--- config.mk ---
export PLATFORM = sky130hd
export DESIGN_NAME = lzd_out_fifo
export DESIGN_NICKNAME = d
export VERILOG_FILES = /design/src/rtl/lzd_pkg.sv /design/src/rtl/lzd_out_fifo.sv
export SDC_FILE = /design/constraint.sdc
export NUM_CORES = 1
export LEC_CHECK = 0
export ABC_CLOCK_PERIOD_IN_PS = 1700
export BUFFER_PORTS_ARGS = -buffer_cell sky130_fd_sc_hd__buf_2
export CAP_MARGIN = 40
export CORE_ASPECT_RATIO = 0.6
export CORE_UTILIZATION = 40
export CTS_BUF_LIST = sky130_fd_sc_hd__clkbuf_4 sky130_fd_sc_hd__clkbuf_8
export CTS_CLUSTER_DIAMETER = 80
export DETAILED_ROUTE_END_ITERATION = 7
export PLACE_DENSITY_LB_ADDON = 0.08
export SLEW_MARGIN = 10
export SYNTH_ARGS = -nofsm -noshare
export SYNTH_HDL_FRONTEND = slang
export SYNTH_SLANG_ARGS = --single-unit
export TNS_END_PERCENT = 20
--- constraint.sdc ---
create_clock -name clk -period 1.7 [get_ports clk]
set_input_delay 0.17 -clock clk [delete_from_list [all_inputs] [get_ports clk]]
set_output_delay 0.17 -clock clk [all_outputs]
set_load 0.1 [all_outputs]
--- src/rtl/lzd_pkg.sv ---
// ----------------------------------------------------------------------------
// lzd_pkg
// Shared types and constants of the byte stream LZ77 decompressor.
// ----------------------------------------------------------------------------
`default_nettype none

package lzd_pkg;

  // default history size in bytes
  localparam int HIST_DEPTH_DEF = 2048;

  // compressed format constants
  localparam int          DIST_W     = 11;
  localparam logic [7:0]  SPACE_CHAR = 8'h20;
  localparam logic [7:0]  XOR_MASK   = 8'h80;
  localparam logic [7:0]  PAIR_MIN   = 8'h80;
  localparam logic [7:0]  SPACE_MIN  = 8'hC0;
  localparam logic [7:0]  PASS_MIN   = 8'h09;
  localparam logic [3:0]  LEN_BIAS   = 4'd3;

  // kind of output job queued for the issue stage
  typedef enum logic [1:0] {
    JOB_LIT,
    JOB_SPACE,
    JOB_COPY
  } job_kind_t;

  // where the emit stage takes its byte from
  typedef enum logic [1:0] {
    SRC_LIT,
    SRC_MEM,
    SRC_FWD
  } byte_src_t;

  // one result request, as queued toward the output
  typedef struct packed {
    logic       bad;
    logic       last;
    logic [7:0] data;
  } out_item_t;

endpackage

`default_nettype wire

--- src/rtl/lzd_out_fifo.sv ---
// ----------------------------------------------------------------------------
// lzd_out_fifo
// Two-entry output queue between the emit stage and the result channel.
// ----------------------------------------------------------------------------
`default_nettype none

module lzd_out_fifo
  import lzd_pkg::*;
(
  input  wire logic      clk,
  input  wire logic      rst_n,
  input  wire logic      push,
  input  wire out_item_t push_item,
  input  wire logic      pop,
  output logic           valid,
  output out_item_t      head,
  output logic [1:0]     count
);

  out_item_t  slot_r [2];
  logic       wr_ptr_r;
  logic       rd_ptr_r;
  logic [1:0] count_r;
  logic       do_pop;

  assign do_pop = pop && (count_r != 2'd0);
  assign valid  = (count_r != 2'd0);
  assign head   = slot_r[rd_ptr_r];
  assign count  = count_r;

  // pointers and fill level
  always_ff @(posedge clk) begin
    if (!rst_n) begin
      wr_ptr_r <= 1'b0;
      rd_ptr_r <= 1'b0;
      count_r  <= 2'd0;
    end else begin
      if (push) begin
        wr_ptr_r <= ~wr_ptr_r;
      end
      if (do_pop) begin
        rd_ptr_r <= ~rd_ptr_r;
      end
      count_r <= count_r + {1'b0, push} - {1'b0, do_pop};
    end
  end

  // entry storage
  always_ff @(posedge clk) begin
    if (push) begin
      slot_r[wr_ptr_r] <= push_item;
    end
  end

endmodule

`default_nettype wire

==> run_results.csv <==
group,metric,value,unit
placed_design,routabilityCongestion,0.6442,
route,wire_per_inst,12.66,microns
route,dr.pass1.iters,4,
setup_path,criticalPathCategory,"reg -> out",
floorplan,fp.dieW,65.20,microns
sta,min_period,1.591,ns
yosys,seq_area_frac_synth,0.7311,
clock_tree,cts-hold-fix-buffers,0,
route,m1WireLength,693,microns
yosys,synth.ff_latch_count,25,
floorplan,num_rows,13,
floorplan,fp.coreArea,2212,sq um
finish,nets,100,
setup_path,required,1.53,ns
grt,grt_usage,0.1271,
grt,grt_pass1_wl,2.270,mm
route,drt_drc_violations_left,0,
sta,finalHoldViolCount,0,
clock_tree,root_buffer,"clkbuf_8",
sta,period_share,0.9360,
sta,tns,0,ns
sta,rsz0062_at_grt,"no",
yosys,synth.top_cells.by_area,"edfxtp_1 63%, mux2_2 12%, dfxtp_1 10%",
yosys,synth_top_area_share,0.6266,
grt,grt_max_degree,16,
sta,fin_worst_skew,0.005769,ns
finish,mostFrequentLayoutCells,"26 x buf_2, 20 x edfxtp_1, 10 x mux2_2",
route,wl_met3,69,microns
floorplan,io-pin-count,27,
status,status,"finished clean",
floorplan,dieArea,2602,sq um
finish,area_growth,23.50,%
finish,drive_above_1_share,0.5542,
sta,worstMarginPinSlew,0.4852,ns
hold_path,hold_path_class,"in -> reg",
clock_tree,clock_sinks,25,
route,antenna_left,0,
grt,grt_overflow,0,
floorplan,die_y,39.92,microns
clock_tree,clkTransAtPathRegs,0.09,ns
yosys,yosysUniqueCellTypes,15,
clock_tree,clk_latency,0.27,ns
finish,mostFrequentLayoutCell,"buf_2",
sta,fmax,628.5,MHz
sta,final-setup-viol-count,0,
clock_tree,clockBufferDepth,2,
setup_path,start_kind,"register",
yosys,synth_area,958.4,sq um
route,wl_met2,650,microns
setup_path,cp_max_fo,10,
route,viasPerCell,4.531,
setup_path,arrival,1.42,ns
finish,antenna_cells,0,
yosys,synth_top_cell_by_area,"edfxtp_1",
route,totalWireLength,1.431,mm
yosys,ys_warn_count,0,
floorplan,start_util,0.4333,
yosys,synth_area_per_cell,18.08,sq um
grt,antenna_found_initial,0,
run,maxCapViolCount,0,
grt,grt_pass1_vias,488,
route,dr.max_layer_used,"met4",
yosys,netlist_instances,53,
clock_tree,htreeDepth,1,
sta,slew_violations,0,
placed_design,portBuffers,26,
placed_design,hpwl,1.014,mm
sta,max_slew_margin,0.6766,
finish,fillers,201,
route,drtIter0Drc,6,
route,num_vias,512,
setup_path,worstSetupEndpointType,"primary output",
yosys,synth_nets,69,
clock_tree,cts_tree,"built",
clock_tree,numCtsBuffers,3,
metrics by stage:
| step | setup slack, ns | utilization | cell area (sq um) | hold WS [ns] | std cells |
|---|---|---|---|---|---|
| global route | 0.05410 | 0.5351 | 1184 | 0.07083 | 113 |
| CTS | 0.09251 | 0.5351 | 1184 | 0.07667 | 113 |
| detailed placement | 0.2500 | 0.5124 | 1134 | 0.3635 | 109 |
| finish | 0.1089 | 0.5351 | 1184 | 0.08328 | 113 |
| global placement | 0.2535 | 0.5124 | 1134 | 0.3605 | 109 |
| floorplan | 0.003052 | - | 963.4 | 0.2689 | 53 |
Yosys cell counts:
library cell,n
and2_1,2
buf_2,1
dfxtp_1,5
edfxtp_1,20
ha_1,2
inv_1,2
mux2_2,10
mux2i_1,2
nand2_1,1
nand2b_1,1
nor2b_1,2
nor2b_2,1
o21a_1,2
or2_2,1
xnor3_1,1
layout make-up:
| class | instances | area [sq um] | share of cell area |
|---|---|---|---|
| flip-flops and latches | 25 | 706.9 | 0.5972 |
| clock inverters | 1 | 7.507 | 0.006342 |
| clock buffers | 3 | 41.29 | 0.03488 |
| inverters | 2 | 7.507 | 0.006342 |
| well taps | 30 | 37.54 | 0.03171 |
| multi-input cells | 25 | 245.2 | 0.2072 |
| repair buffers | 27 | 137.6 | 0.1163 |
registers in the layout (all words and copies together), names as in the netlist, named ones only:
signal / flops
rd_ptr_r: 1
slot_r: 20
count: 2
wr_ptr_r: 1
path summary, 6_finish.rpt:
kind / slack (ns) / start / cells after the start / to
worst min register to register: 0.47 / rd_ptr_r / 2 / register
worst min-delay path: 0.08 / push_item[8] / 1 / slot_r[1][8]
worst max register to register: 0.24 / count[0] / 6 / count[1]
worst max-delay path: 0.11 / register / 2 / head[5]
critical path, cell delays in order, from the launching register on:
cell and delay, ns:
dfxtp_2 0.48, mux2_2 0.38, buf_2 0.29
repair_timing:
| item | 4_1_cts | 5_1_grt |
|---|---|---|
| endpoints found under the hold margin | 0 | 0 |
| gates resized for setup | 1 | 0 |
| setup buffers | 0 | 0 |
| endpoints found under the setup margin | 10 | 0 |
kinds of logic after synthesis:
kind of cell | count (synthesis) | synth area share
compound gates | 2 | 0.01566
fa+ha+maj | 2 | 0.02611
buf+inv | 3 | 0.01305
flops | 25 | 0.7311
xor+xnor | 1 | 0.02350
mux | 12 | 0.1384
simple gates | 8 | 0.05222
metal layers:
layer	vias to the layer above	track usage
met5	-	0
met1	242	0.1570
met4	0	0.06522
met3	2	0.04651
met2	13	0.2010
li1	255	-
Power is left out: the tool's default activity adds up to more than one toggle a clock period on the data nets, which glitch-free logic cannot reach.
